**src/spim_pkg.sv**
```systemverilog
// Shared types and constants for the SPI master with FIFOs.
`default_nettype none
package spim_pkg;
  localparam int unsigned FIFO_DEPTH_DEF = 16;

  typedef enum logic [2:0] {
    ACT_IDLE  = 3'd0,
    ACT_READ  = 3'd1,
    ACT_WRITE = 3'd2,
    ACT_SET   = 3'd3,
    ACT_CLR   = 3'd4
  } act_t;

  localparam logic [1:0] REG_CTRL = 2'd0;
  localparam logic [1:0] REG_TXST = 2'd1;
  localparam logic [1:0] REG_RXST = 2'd2;
  localparam logic [1:0] REG_DATA = 2'd3;

  localparam logic [31:0] CTRL_WRITABLE = 32'h0001_333F;
  localparam logic [31:0] CTRL_RESET    = 32'h0000_1000;

  // One bus access plus the serial input of the same tick.
  typedef struct packed {
    logic [2:0]  action;
    logic [1:0]  reg_index;
    logic [31:0] write_data;
    logic        miso;
  } req_t;

  // Result item fields.
  typedef struct packed {
    logic [31:0] read_data;
    logic        sclk;
    logic        mosi;
    logic [3:0]  select_n;
  } rsp_t;

  function automatic logic [31:0] apply_access(input logic [31:0] old_v,
                                               input logic [31:0] val,
                                               input logic [2:0] act);
    logic [31:0] r;
    r = old_v & ~val;
    if (act == ACT_WRITE) r = val;
    else if (act == ACT_SET) r = old_v | val;
    return r;
  endfunction
endpackage
`default_nettype wire

```
**src/spim_front.sv**
```systemverilog
// Input stage: register each accepted transfer, with skid buffer.
`default_nettype none
module spim_front import spim_pkg::*; (
  input  wire logic clk,
  input  wire logic rst_n,
  input  wire logic in_valid,
  output logic      in_ready,
  input  wire req_t in_req,
  output logic      q_valid,
  input  wire logic q_ready,
  output req_t      q_req
);
  logic v0_r, v1_r;
  req_t d0_r, d1_r;

  assign in_ready = ~v1_r;
  assign q_valid  = v0_r;
  assign q_req    = d0_r;

  always_ff @(posedge clk) begin
    if (!rst_n) begin
      v0_r <= 1'b0;
      v1_r <= 1'b0;
    end else begin
      if (q_valid && q_ready) begin
        if (v1_r) begin
          d0_r <= d1_r;
          v1_r <= 1'b0;
          if (in_valid && in_ready) begin
            d1_r <= in_req;
            v1_r <= 1'b1;
          end
        end else begin
          v0_r <= in_valid;
          d0_r <= in_req;
        end
      end else if (in_valid && in_ready) begin
        if (v0_r) begin
          d1_r <= in_req;
          v1_r <= 1'b1;
        end else begin
          d0_r <= in_req;
          v0_r <= 1'b1;
        end
      end
    end
  end

  a_skid_order: assert property (@(posedge clk) disable iff (!rst_n) v1_r |-> v0_r)
    else $error("skid entry without head entry");
  a_no_overrun: assert property (@(posedge clk) disable iff (!rst_n)
    (v1_r && !(q_valid && q_ready)) |=> v1_r)
    else $error("skid entry lost");
  a_hold: assert property (@(posedge clk) disable iff (!rst_n)
    (v0_r && !q_ready) |=> (v0_r && $stable(d0_r)))
    else $error("head entry changed while stalled");
endmodule
`default_nettype wire

```
**src/spim_core.sv**
```systemverilog
// Register file, FIFOs and shifter; one request per tick, registered result.
`default_nettype none
module spim_core import spim_pkg::*; #(
  parameter int unsigned FIFO_DEPTH = FIFO_DEPTH_DEF
) (
  input  wire logic clk,
  input  wire logic rst_n,
  input  wire logic q_valid,
  output logic      q_ready,
  input  wire req_t q_req,
  output logic      out_valid,
  input  wire logic out_ready,
  output rsp_t      out_rsp
);
  localparam int unsigned PW = (FIFO_DEPTH > 1) ? $clog2(FIFO_DEPTH) : 1;
  localparam int unsigned FW = $clog2(FIFO_DEPTH + 1);
  localparam logic [PW-1:0] PMAX = PW'(FIFO_DEPTH - 1);
  localparam logic [FW-1:0] FDEP = FW'(FIFO_DEPTH);

  logic [7:0] tx_mem [FIFO_DEPTH];
  logic [7:0] rx_mem [FIFO_DEPTH];

  logic [16:0] ctrl_r, ctrl_nxt;
  logic [FW-1:0] txf_r, txf_nxt, rxf_r, rxf_nxt;
  logic [PW-1:0] txw_r, txw_nxt, txr_r, txr_nxt, rxw_r, rxw_nxt, rxr_r, rxr_nxt;
  logic [7:0] txm_r, txm_nxt, rxm_r, rxm_nxt;
  logic [2:0] err_r, err_nxt;
  logic ign_r, ign_nxt;
  logic [7:0] sb_r, sb_nxt;
  logic [3:0] bc_r, bc_nxt;
  logic [15:0] tc_r, tc_nxt, tc_inc, half;
  logic cl_r, cl_nxt, sh_r, sh_nxt, ob_r, ob_nxt;
  logic ov_r;
  rsp_t rsp_r;
  rsp_t rsp_nxt;
  logic [31:0] rd, img, txst, rxst;
  logic tx_push, rx_push, tx_pop, rx_pop, go, cpha;
  logic [31:0] cw;
  logic [1:0] slv;
  logic low;

  assign q_ready   = ~ov_r | out_ready;
  assign go        = q_valid & q_ready;
  assign out_valid = ov_r;
  assign out_rsp   = rsp_r;

  function automatic logic [PW-1:0] nptr(input logic [PW-1:0] p);
    return (p == PMAX) ? '0 : p + 1'b1;
  endfunction

  always_comb begin
    txst = '0;
    txst[20] = (txf_r == '0) && !sh_r;
    txst[19] = err_r[0];
    txst[18] = 8'(txf_r) <= txm_r;
    txst[17] = txf_r == '0;
    txst[16] = txf_r >= FDEP;
    txst[15:8] = txm_r;
    txst[7:0] = 8'(txf_r);
    rxst = '0;
    rxst[31] = ign_r;
    rxst[20] = err_r[2];
    rxst[19] = err_r[1];
    rxst[18] = 8'(rxf_r) >= rxm_r;
    rxst[17] = rxf_r == '0;
    rxst[16] = rxf_r >= FDEP;
    rxst[15:8] = rxm_r;
    rxst[7:0] = 8'(rxf_r);
  end

  always_comb begin
    ctrl_nxt = ctrl_r; txf_nxt = txf_r; rxf_nxt = rxf_r;
    txw_nxt = txw_r; txr_nxt = txr_r; rxw_nxt = rxw_r; rxr_nxt = rxr_r;
    txm_nxt = txm_r; rxm_nxt = rxm_r; err_nxt = err_r; ign_nxt = ign_r;
    sb_nxt = sb_r; bc_nxt = bc_r; tc_nxt = tc_r; cl_nxt = cl_r;
    sh_nxt = sh_r; ob_nxt = ob_r;
    rd = '0; img = '0; tx_push = 1'b0; rx_push = 1'b0; tx_pop = 1'b0; rx_pop = 1'b0;
    tc_inc = tc_r + 16'd1; half = '0; cw = '0; slv = '0; low = 1'b0;
    // bus access
    if (q_req.action == ACT_READ) begin
      unique case (q_req.reg_index)
        REG_CTRL: rd = {15'd0, ctrl_r};
        REG_TXST: rd = txst;
        REG_RXST: rd = rxst;
        default: begin
          if (rxf_r == '0) err_nxt[2] = 1'b1;
          else begin
            rd = {24'd0, rx_mem[rxr_r]};
            rx_pop = 1'b1;
            rxr_nxt = nptr(rxr_r);
          end
        end
      endcase
    end else if (q_req.action == ACT_WRITE || q_req.action == ACT_SET ||
                 q_req.action == ACT_CLR) begin
      unique case (q_req.reg_index)
        REG_CTRL: begin
          cw = apply_access({15'd0, ctrl_r}, q_req.write_data, q_req.action)
               & CTRL_WRITABLE;
          ctrl_nxt = cw[16:0];
        end
        REG_TXST: begin
          img = {12'd0, err_r[0], 3'd0, txm_r, 8'd0};
          img = apply_access(img, q_req.write_data, q_req.action);
          err_nxt[0] = img[19];
          txm_nxt = img[15:8];
        end
        REG_RXST: begin
          img = {ign_r, 10'd0, err_r[2], err_r[1], 3'd0, rxm_r, 8'd0};
          img = apply_access(img, q_req.write_data, q_req.action);
          ign_nxt = img[31];
          err_nxt[2] = img[20];
          err_nxt[1] = img[19];
          rxm_nxt = img[15:8];
        end
        default: begin
          if (q_req.action == ACT_WRITE) begin
            if (txf_r >= FDEP) err_nxt[0] = 1'b1;
            else begin
              tx_push = 1'b1;
              txw_nxt = nptr(txw_r);
            end
          end
        end
      endcase
    end
    // shifter, on state after the access
    cpha = ctrl_nxt[4];
    half = 16'd1 << ctrl_nxt[3:0];
    if (!ctrl_nxt[16]) begin
      if (sh_r) begin
        sh_nxt = 1'b0; bc_nxt = '0; tc_nxt = '0; cl_nxt = 1'b0; ob_nxt = 1'b0;
      end
    end else if (!sh_r) begin
      if (txf_r != '0 || tx_push) begin
        tx_pop = 1'b1;
        sb_nxt = (txf_r != '0) ? tx_mem[txr_r] : q_req.write_data[7:0];
        txr_nxt = nptr(txr_r);
        sh_nxt = 1'b1; bc_nxt = '0; tc_nxt = '0; cl_nxt = 1'b0;
        ob_nxt = cpha ? 1'b0 : sb_nxt[7];
      end
    end else begin
      tc_nxt = tc_inc;
      if (tc_inc >= half) begin
        tc_nxt = '0;
        cl_nxt = ~cl_r;
        if (cl_nxt) begin
          if (cpha) ob_nxt = sb_r[7];
          else sb_nxt = {sb_r[6:0], q_req.miso};
        end else begin
          if (cpha) sb_nxt = {sb_r[6:0], q_req.miso};
          else if (bc_r != 4'd15) ob_nxt = sb_r[7];
        end
        if (bc_r == 4'd15) begin
          if (!ign_nxt) begin
            if ((rxf_r - FW'(rx_pop)) >= FDEP) err_nxt[1] = 1'b1;
            else begin
              rx_push = 1'b1;
              rxw_nxt = nptr(rxw_r);
            end
          end
          sh_nxt = 1'b0; bc_nxt = '0; tc_nxt = '0; cl_nxt = 1'b0; ob_nxt = 1'b0;
        end else bc_nxt = bc_r + 4'd1;
      end
    end
    txf_nxt = txf_r + FW'(tx_push) - FW'(tx_pop);
    rxf_nxt = rxf_r + FW'(rx_push) - FW'(rx_pop);
    // outputs from the state after the tick
    slv = ctrl_nxt[9:8];
    low = ctrl_nxt[13] ? !ctrl_nxt[12] : sh_nxt;
    rsp_nxt.read_data = rd;
    rsp_nxt.sclk = ctrl_nxt[5] ^ cl_nxt;
    rsp_nxt.mosi = sh_nxt & ob_nxt;
    rsp_nxt.select_n = (ctrl_nxt[16] && low) ? ~(4'd1 << slv) : 4'hF;
  end

  always_ff @(posedge clk) begin
    if (go && tx_push) tx_mem[txw_r] <= q_req.write_data[7:0];
    if (go && rx_push) rx_mem[rxw_r] <= sb_nxt;
  end

  always_ff @(posedge clk) begin
    if (!rst_n) begin
      ctrl_r <= CTRL_RESET[16:0];
      txf_r <= '0; rxf_r <= '0; txw_r <= '0; txr_r <= '0; rxw_r <= '0; rxr_r <= '0;
      txm_r <= '0; rxm_r <= '0; err_r <= '0; ign_r <= 1'b0; sb_r <= '0;
      bc_r <= '0; tc_r <= '0; cl_r <= 1'b0; sh_r <= 1'b0; ob_r <= 1'b0;
      ov_r <= 1'b0;
    end else begin
      if (go) begin
        ctrl_r <= ctrl_nxt; txf_r <= txf_nxt; rxf_r <= rxf_nxt;
        txw_r <= txw_nxt; txr_r <= txr_nxt; rxw_r <= rxw_nxt; rxr_r <= rxr_nxt;
        txm_r <= txm_nxt; rxm_r <= rxm_nxt; err_r <= err_nxt; ign_r <= ign_nxt;
        sb_r <= sb_nxt; bc_r <= bc_nxt; tc_r <= tc_nxt; cl_r <= cl_nxt;
        sh_r <= sh_nxt; ob_r <= ob_nxt;
        rsp_r <= rsp_nxt;
        ov_r <= 1'b1;
      end else if (out_ready) ov_r <= 1'b0;
    end
  end

  a_txf: assert property (@(posedge clk) disable iff (!rst_n) txf_r <= FDEP)
    else $error("tx fill out of range");
  a_rxf: assert property (@(posedge clk) disable iff (!rst_n) rxf_r <= FDEP)
    else $error("rx fill out of range");
  a_idle: assert property (@(posedge clk) disable iff (!rst_n)
    !sh_r |-> (bc_r == '0 && tc_r == '0 && !cl_r))
    else $error("shifter counters busy while idle");
  a_stall: assert property (@(posedge clk) disable iff (!rst_n)
    (ov_r && !out_ready) |=> (ov_r && $stable(rsp_r)))
    else $error("result lost under stall");
endmodule
`default_nettype wire

```
**src/spi_master_with_fifos_top.sv**
```systemverilog
// Top level of the SPI master with transmit and receive FIFOs.
// Usage: each input transfer on in_* is one peripheral tick carrying a bus
// access (idle, read, write, set bits, clear bits) to CTRL, TX_STAT, RX_STAT
// or DATA, plus the MISO level. Each accepted transfer yields exactly one
// result transfer on out_* with the read value and the SCLK, MOSI and
// active-low select levels after that tick.
// Each transfer passes the input register, then the result register.
// Throughput: one transfer per cycle while out_tready is high, with
// spim_core updating registers and shifter for each accepted transfer.
// Reset (rst_n low, synchronous) empties both FIFOs, stops the shifter and
// loads CTRL with the manual select level high. When the receiver stalls,
// the result register holds, then the input skid stage fills and in_tready
// drops; no transfer is lost.
`default_nettype none
module spi_master_with_fifos_top import spim_pkg::*; #(
  parameter int unsigned FIFO_DEPTH = FIFO_DEPTH_DEF
) (
  input  wire logic        clk,
  input  wire logic        rst_n,
  input  wire logic        in_tvalid,
  output logic             in_tready,
  // [2:0] action, [4:3] reg_index, [36:5] write_data, [37] miso, [39:38] zero
  input  wire logic [39:0] in_tdata,
  output logic             out_tvalid,
  input  wire logic        out_tready,
  // [31:0] read_data, [32] sclk, [33] mosi, [37:34] select_n, [39:38] zero
  output logic [39:0]      out_tdata
);
  req_t req_in, q_req;
  rsp_t rsp;
  logic q_valid, q_ready;

  assign req_in.action     = in_tdata[2:0];
  assign req_in.reg_index  = in_tdata[4:3];
  assign req_in.write_data = in_tdata[36:5];
  assign req_in.miso       = in_tdata[37];

  spim_front u_front (
    .clk(clk), .rst_n(rst_n), .in_valid(in_tvalid), .in_ready(in_tready),
    .in_req(req_in), .q_valid(q_valid), .q_ready(q_ready), .q_req(q_req)
  );

  spim_core #(.FIFO_DEPTH(FIFO_DEPTH)) u_core (
    .clk(clk), .rst_n(rst_n), .q_valid(q_valid), .q_ready(q_ready), .q_req(q_req),
    .out_valid(out_tvalid), .out_ready(out_tready), .out_rsp(rsp)
  );

  assign out_tdata = {2'b00, rsp.select_n, rsp.mosi, rsp.sclk, rsp.read_data};
endmodule
`default_nettype wire
```
**config.mk**
```make
export PLATFORM = sky130hd
export DESIGN_NAME = spi_master_with_fifos_top
export DESIGN_NICKNAME = d
export VERILOG_FILES = /design/src/spim_pkg.sv /design/src/spim_front.sv /design/src/spim_core.sv /design/src/spi_master_with_fifos_top.sv
export SDC_FILE = /design/constraint.sdc
export NUM_CORES = 1
export LEC_CHECK = 0
export BUFFER_PORTS_ARGS = -buffer_cell sky130_fd_sc_hd__buf_2
export CORE_UTILIZATION = 60
export DETAILED_ROUTE_END_ITERATION = 10
export MAX_ROUTING_LAYER = met4
export PLACE_DENSITY = 0.81
export SYNTH_ARGS = -nofsm -noshare
export SYNTH_HDL_FRONTEND = slang
export SYNTH_SLANG_ARGS = --single-unit
```
**constraint.sdc**
```tcl
create_clock -name clk -period 7.8 [get_ports clk]
set_input_delay 0 -clock clk [delete_from_list [all_inputs] [get_ports clk]]
set_output_delay 0 -clock clk [all_outputs]
set_load 0.05 [all_outputs]
```
==> Word-level counts from Yosys, hierarchy flattened <==
Memory sizes are Yosys's and may differ from the RTL's. A register that Yosys moved wholly into a read port is not among the register bits.
Cells that the tools add are included.
{ "op_classes": {"addsub": 11, "n_lt_le_gt_ge": 6, "eq_ne": 19, "n_shift": 2, "mux": 118, "bitwise": 23, "n_reduce_logical": 41} }
{ "op_table": {"columns": ["op", "count"], "rows": [
  ["$mux W38", 9],
  ["$pmux W32 S3", 1],
  ["$mux W17", 5],
  ["$mux W16", 5],
  ["$mux W8", 9],
  ["$mux W1", 67],
  ["$mux W32", 2],
  ["$mux W4", 14],
  ["$mux W20", 2],
  ["$and A32 B32 Y32", 1],
  ["$not A32 Y32", 1],
  ["$or A32 B32 Y32", 1],
  ["$add A4 B1 Y4 const B", 5],
  ["$and A20 B20 Y20", 1],
  ["$eq A4 B4 Y1 const B", 5],
  ["$or A20 B20 Y20", 1],
  ["$reduce_and A4 Y1", 5],
  ["$reduce_bool A2 Y1", 9],
  ["$and A17 B17 Y17", 1],
  ["$or A17 B17 Y17", 1],
  ["$add A16 B1 Y16 const B", 1],
  ["$ge A16 B16 Y1", 1],
  ["$shl A1 B4 Y16 const A", 1],
  ["$ge A5 B5 Y1 const B", 3],
  ["35 further kinds", 69]
]} }
{ "totals": {"ff_bits": 205, "ram_bits": 256, "in_bits": 44, "out_inout_bits": 42, "elab_cells": 256, "mem_count": 2} }
{ "mem_list": {"columns": ["memory", "depth", "width", "read_ports", "rd_clocked_by_memory_dff", "wr", "line_no", "rtl"], "rows": [
  ["u_core.rx_mem", 16, 8, 1, 1, 1, "spim_core.sv:21", "logic [7:0] rx_mem [FIFO_DEPTH];"],
  ["u_core.tx_mem", 16, 8, 1, 1, 1, "spim_core.sv:20", "logic [7:0] tx_mem [FIFO_DEPTH];"]
]} }

==> Depth between registers and ports, before layout <==
{ "depth": {"depth_word": 15, "ltp_mapped": 23, "ltp_nobuf": 22} }

==> Hierarchy <==
A second synthesis with hierarchy kept.
{ "unflattened": {"cells_unflattened": 1554, "hier_area_um2": 20674.8} }
{ "by_module_without_submodules": {"columns": ["mod", "n_inst", "cells_each", "area_each_um2", "seq_area_each_um2"], "rows": [
  ["spim_core", 1, 1417, 17719.5, 10470.0],
  ["spim_front", 1, 134, 2936.6, 2322.2],
  ["spi_master_with_fifos_top", 1, 3, 18.8, 0.0]
]} }

==> Worst setup path before layout <==
No wires, ideal clock.
{ "synth_path": {"path_type": "register to register", "startpoint": "register u_front.d0_r (netlist bit u_front.q_req[34])", "endpoint": "register u_core.rxf_r[4]", "setup_time_ns": 0.070, "arrival_ns": 4.659, "required_time_ns": 7.730, "setup_slack_ns": 3.071, "stages_incl_launch_ff": 22, "path_buffers": 0, "period_less_slack_ns": 4.729, "cell_sequence": "edfxtp_1 or3_1 nor2_1 nand2_1 a22oi_1 nor2b_1 nand2_1 ha_1 a211oi_1 nor2_1 a2111oi_0 o21ai_1 nand3_1 nor2_1 ha_1 fa_1 a21oi_1 nor2_1 nor2_1 xnor2_1 or3_1 a21oi_1"} }
{ "synth_between": {"elab_chain_cells": 14, "word_cells_on_any_way": 24, "cone_classes": "add/sub (3); order compare (2); eq/ne (2); shift (1); mux (14); reduce/logical (2)"} }
{ "synth_lines": {"columns": ["item", "line_no", "rtl"], "rows": [
  ["start, declared", "spim_front.sv:14", "req_t d0_r, d1_r;"],
  ["start signal, assigned", "spim_front.sv:27", "d0_r <= d1_r;"],
  ["start signal, assigned", "spim_front.sv:35", "d0_r <= in_req;"],
  ["start signal, assigned", "spim_front.sv:42", "d0_r <= in_req;"],
  ["$eq A2 B1 Y1 (tied with other cells)", "spim_core.sv:81", "unique case (q_req.reg_index)"],
  ["$reduce_or A3 Y1 (no line)", null, null],
  ["$mux W1", "spim_core.sv:81", null],
  ["$mux W1", "spim_core.sv:80", "if (q_req.action == ACT_READ) begin"],
  ["$sub A5 B1 Y5", "spim_core.sv:156", "if ((rxf_r - FW'(rx_pop)) >= FDEP) err_nxt[1] = 1'b1;"],
  ["$ge A5 B5 Y1", "spim_core.sv:156", null],
  ["$mux W1", "spim_core.sv:156", null],
  ["$mux W1", "spim_core.sv:155", "if (!ign_nxt) begin"],
  ["$mux W1", "spim_core.sv:154", "if (bc_r == 4'd15) begin"],
  ["$mux W1", "spim_core.sv:144", "if (tc_inc >= half) begin"],
  ["$mux W1", "spim_core.sv:134", "end else if (!sh_r) begin"],
  ["$mux W1", "spim_core.sv:130", "if (!ctrl_nxt[16]) begin"],
  ["$add A5 B1 Y5", "spim_core.sv:167", "rxf_nxt = rxf_r + FW'(rx_push) - FW'(rx_pop);"],
  ["$sub A5 B1 Y5 *", "spim_core.sv:167", null],
  ["end signal, assigned", "spim_core.sv:191", "ctrl_r <= ctrl_nxt; txf_r <= txf_nxt; rxf_r <= rxf_nxt;"],
  ["end, declared", "spim_core.sv:24", "logic [FW-1:0] txf_r, txf_nxt, rxf_r, rxf_nxt;"]
]} }
Mark *: on every way between the ends. The rest lies on a longest branch, timed or not.
A chain may end at the register's enable or synchronous reset.

==> Worst setup path in the final report <==
{ "layout_path": {"startpoint": "register u_front.d0_r (netlist bit u_front.q_req[33])", "endpoint": "memory u_core.rx_mem[6][0], data pin"} }
{ "layout_between": {"elab_chain_cells": 9, "word_cells_on_any_way": 20, "cone_classes": "order compare (1); eq/ne (2); shift (1); mux (13); reduce/logical (3)"} }
{ "layout_lines": {"columns": ["item", "line_no", "rtl"], "rows": [
  ["$logic_not A2 Y1 (tied with other cells)", "spim_core.sv:96", "unique case (q_req.reg_index)"],
  ["$mux W17 or $reduce_or A3 Y1 (tied branches)", null, null],
  ["$mux W17 or $mux W1 (tied branches)", "spim_core.sv:94, spim_core.sv:96", null],
  ["$mux W17 or $mux W1 (tied branches)", "spim_core.sv:80, spim_core.sv:94", null],
  ["$shl A1 B4 Y16 (tied with other cells)", "spim_core.sv:129", "half = 16'd1 << ctrl_nxt[3:0];"],
  ["$ge A16 B16 Y1 (tied with other cells)", "spim_core.sv:144", null],
  ["$mux W8, on equally long branches", "spim_core.sv:144, spim_core.sv:135", null],
  ["$mux W8", "spim_core.sv:134", null],
  ["$mux W8 *", "spim_core.sv:130", null],
  ["net u_core.sb_nxt[0]", "spim_core.sv:29", "logic [7:0] sb_r, sb_nxt;"],
  ["end, declared", "spim_core.sv:21", null]
]} }
The timed path passes the listed nets; every way through them passes the cells marked *.

==> results.md <==
* YS warnings at 0
* Diode count at 0
* Worst hold path type: in -> reg
* Cell Rows at 65
* Power per Cell Area at 225 nW/µm²
* DR vias/cell at 6.23
* Hold Path Stages at 2
* Post-DP HPWL at 27400 µm
* Kind of critical path: reg -> reg
* FF-to-FF setup slack at 1.31 ns
* DIE WIDTH at 183 µm
* Synth top area cells: edfxtp_1, dfxtp_1, mux4_2
* Post-Syn Area at 19600 µm²
* Critical-path cell list: or3_1, nor2_1, nand2_1, a22oi_1, nor2b_1, nand2_1, ha_1, o21ai_0, nor2_1, a2111oi_0, o21ai_1, nand2_1, o21ai_0, a2bb2oi_1
* Crit. End Element: register
* Register Area at 12100 µm²
* Least-Margin Pin Slew at 1.35 ns
* RSZ-0062 raised after global routing: no
* Vias in the first global route at 12500
* Final Setup Violations at 0
* Area after DPL at 20200 µm²
* TritonCTS buffer count at 43
* Async SR Flop Fraction at 0%
* CTS H-tree depth at 2
* CP delay by family, top: compound AO/OA/AOI/OAI gates
* Post-synth top area cell: edfxtp_1
* Fmax at 154 MHz
* Syn Area/Cell at 13.1 µm²
* Clk_skew at 0.0202 ns
* IO buf count at 59
* Crit-path most repeated cell: nand2_1
* Outcome: complete, no violations
* Startpoint Class: register
* Share of layout cells above drive strength 1 at 16.2%
* Post-Route WL at 44300 µm
* Filler Cell Count at 2055
* Synth-to-Final Area Change at 12.3%
* Setup TNS at 0 ns
* Wire length per cell at 21.7 µm
* Slew margin rel. at 9.42%
* Crit-path max FO at 21
* CTS tree: built
* IO Pins at 86
* Clk sinks at 435
* Global Route Usage Sum at 28.0%
* Multi-input logic area at 7000 µm²
* DIE AREA at 33300 µm²
* Reg-to-Reg Start: u_front.q_req[33]$_DFFE_PP_
* Post-synth EDFFs at 336
* Worst EP required at 7.95 ns
* Design area at 22000 µm²
* CP max-delay cell: a2bb2oi_1
* Fin crit period at 6.49 ns
* Clock Tree Buf Depth at 3
* Number of max-cap violations at 0
* Finished Core Util at 69.1%
* Final Hold Viols at 0
* # DRC at 0
* Overall Power at 4.95 mW
* Initial antenna violation count at 0
* Hold endpoint: u_front.d1_r[9]$_DFFE_PP_
* Worst Reg-to-Reg Cells at 14
* GPL Wtd Cong at 0.894
* Core area at 31800 µm²
* Vias at 12700
* Initial Util at 61.5%
* Pin count of the biggest net entering global routing at 60
* Yosys cell types at 75
* Layout Nets at 1670
* CP arrival at 6.65 ns
* Buf+Inv Stages, Crit Path at 0
* Cells after Synth at 1489
* Root Buffer: clkbuf_16
* Top_reg_cell synth: edfxtp_1
* DRT iter0 DRCs at 1346
* Maximum VDD drop at 0.208 mV
* Slew Viols, Final at 0
* Pre-antenna DRT Iters at 8
* First-pass GRT wire length at 69200 µm
* Total global routing overflow at 0
* Antenna viol nets, final at 0
* Yosys top cell area share at 51.6%
* Clk pin slew, worst setup/hold paths at 0.06 ns
* Number of synthesized register bits at 435
* Period utilization at 83.2%
* Lkg Pwr at 7.58 nW
* Register area share after synthesis at 61.7%
* Die Span Y at 183 µm
* Clock Latency Late Sink at 0.56 ns
* Crit Reg-Reg Endpoint: u_core.rx_mem[6][0]$_DFFE_PP_
* Beginning of the worst hold path: in_tdata[13]
* Crit path largest cell delay at 1.06 ns
worst register-to-register path: cells and delay by family (launching register included):
kind / cells / cell delay [ns]
AND/OR/NAND/NOR: 7 / 2.04
adder cells (fa/ha/maj): 1 / 0.32
flip-flops: 1 / 0.79
AO/OA/AOI/OAI: 6 / 2.93
placed cells by master, fill, tap and decap left out, drive strengths merged, types with 15 or more instances in the layout:
master	n
edfxtp	336
nor2	140
dfxtp	99
a21oi	95
nand2	94
buf	79
o21ai	65
clkbuf	56
ha	51
mux4	48
mux2	46
inv	45
mux2i	44
and2	37
dlygate4sd3	29
nand3	28
xor2	27
a211oi	27
a31oi	21
a22oi	20
clkinv	17
nor2b	15
o22ai	15
and3	15
how the worst max path moves through the flow:
| stage | start | depth (start not counted) | slack (ns) | to |
|---|---|---|---|---|
| after floorplan | u_front.q_req[34]$_DFFE_PP_ | 21 | 3.07 | u_core.rxf_r[4]$_SDFFE_PN0P_ |
| after global placement | u_front.q_req[33]$_DFFE_PP_ | 21 | 1.82 | u_core.rxf_r[4]$_SDFFE_PN0P_ |
| after detailed placement | u_front.q_req[33]$_DFFE_PP_ | 14 | 1.64 | u_core.rx_mem[2][0]$_DFFE_PP_ |
| after CTS | u_front.q_req[33]$_DFFE_PP_ | 14 | 1.60 | u_core.rx_mem[8][0]$_DFFE_PP_ |
| after global routing | u_front.q_req[33]$_DFFE_PP_ | 14 | 1.05 | u_core.rx_mem[12][3]$_DFFE_PP_ |
| final | u_front.q_req[33]$_DFFE_PP_ | 14 | 1.31 | u_core.rx_mem[6][0]$_DFFE_PP_ |
synthesized netlist by cell type (all sizes together), types with 3 or more instances:
cell,instances
and3b,3
o22ai,15
o21ai,65
nor4b,3
ha,51
a311oi,3
dfxtp,99
nor2,140
a21oi,95
nor2b,15
mux2,46
nor3,9
clkbuf,43
nand3b,6
nand2,94
xnor2,14
a22o,11
and2,37
mux4,48
edfxtp,336
nand4,6
o21a,4
o22a,7
a211oi,27
nand2b,11
and3,15
inv,44
nor4,3
and4,4
or3,5
buf,37
a2bb2oi,7
a21o,6
o2bb2ai,7
a22oi,20
nor3b,4
xor2,27
a31oi,21
o211ai,3
nand3,28
or2,3
mux2i,44
metal layers:
layer  vias to the layer above  share of wire, %  track usage, %
met5                         -                 0               -
met4                         0               2.5            8.61
met3                        89               6.8            4.39
met2                       555                50            46.8
met1                      6317                41            35.3
li1                       5764                 -               -
logic make-up after synthesis:
group / share of synthesized area (%)
muxes: 10.4
other: 0.0192
AOI/OAI and AO/OA: 10.0
adders and majority gates: 3.47
xor gates and xnor gates: 1.84
buffers and inverters: 2.76
and+or+nand+nor: 9.71
DFF: 61.7
sequential cells by signal, indices dropped and copies added (netlist names), 3 cells and up, named ones only:
signal	count
u_core.err_r	3
u_core.sb_r	8
u_core.bc_r	4
u_front.d1_r	26
u_core.txr_r	4
u_core.txw_r	4
u_core.out_rsp	28
u_core.rxr_r	4
u_core.ctrl_r	11
u_core.txf_r	5
u_core.rxf_r	5
u_front.q_req	26
u_core.rx_mem	128
u_core.tx_mem	128
u_core.rxw_r	4
u_core.tc_r	16
layout make-up:
| type | count | area share [%] |
|---|---|---|
| inverters | 44 | 0.752 |
| flip-flops and latches | 435 | 55.0 |
| clock inverters | 24 | 1.30 |
| repair buffers | 108 | 3.35 |
| clock buffers | 56 | 5.31 |
| multi-input cells | 941 | 31.9 |
| well taps | 435 | 2.48 |
report_power, final:
group          leakage (nW)  total [mW]  switching [mW]  internal, mW
Combinational          2.88       0.272           0.183        0.0890
Clock                 0.714        2.13           0.873          1.26
Sequential             3.98        2.55          0.0363          2.51
metrics by stage:
step | std cells | hold slack (ns) | worst slack (ns)
finish | 2043 | 0.177 | 1.31
global route | 2043 | 0.172 | 1.05
global placement | 1934 | 0.193 | 1.82
CTS | 2043 | 0.152 | 1.60
detailed placement | 1934 | 0.192 | 1.64
floorplan | 1500 | 0.0989 | 3.07
timing repair:
action	4_1_cts	5_1_grt
buffers inserted	0	0
endpoints found under the hold margin	59	0
hold buffers	29	0
endpoints found under the setup margin	0	0
resized for setup	0	0
Note: power is estimated with default switching activity, not from simulation.
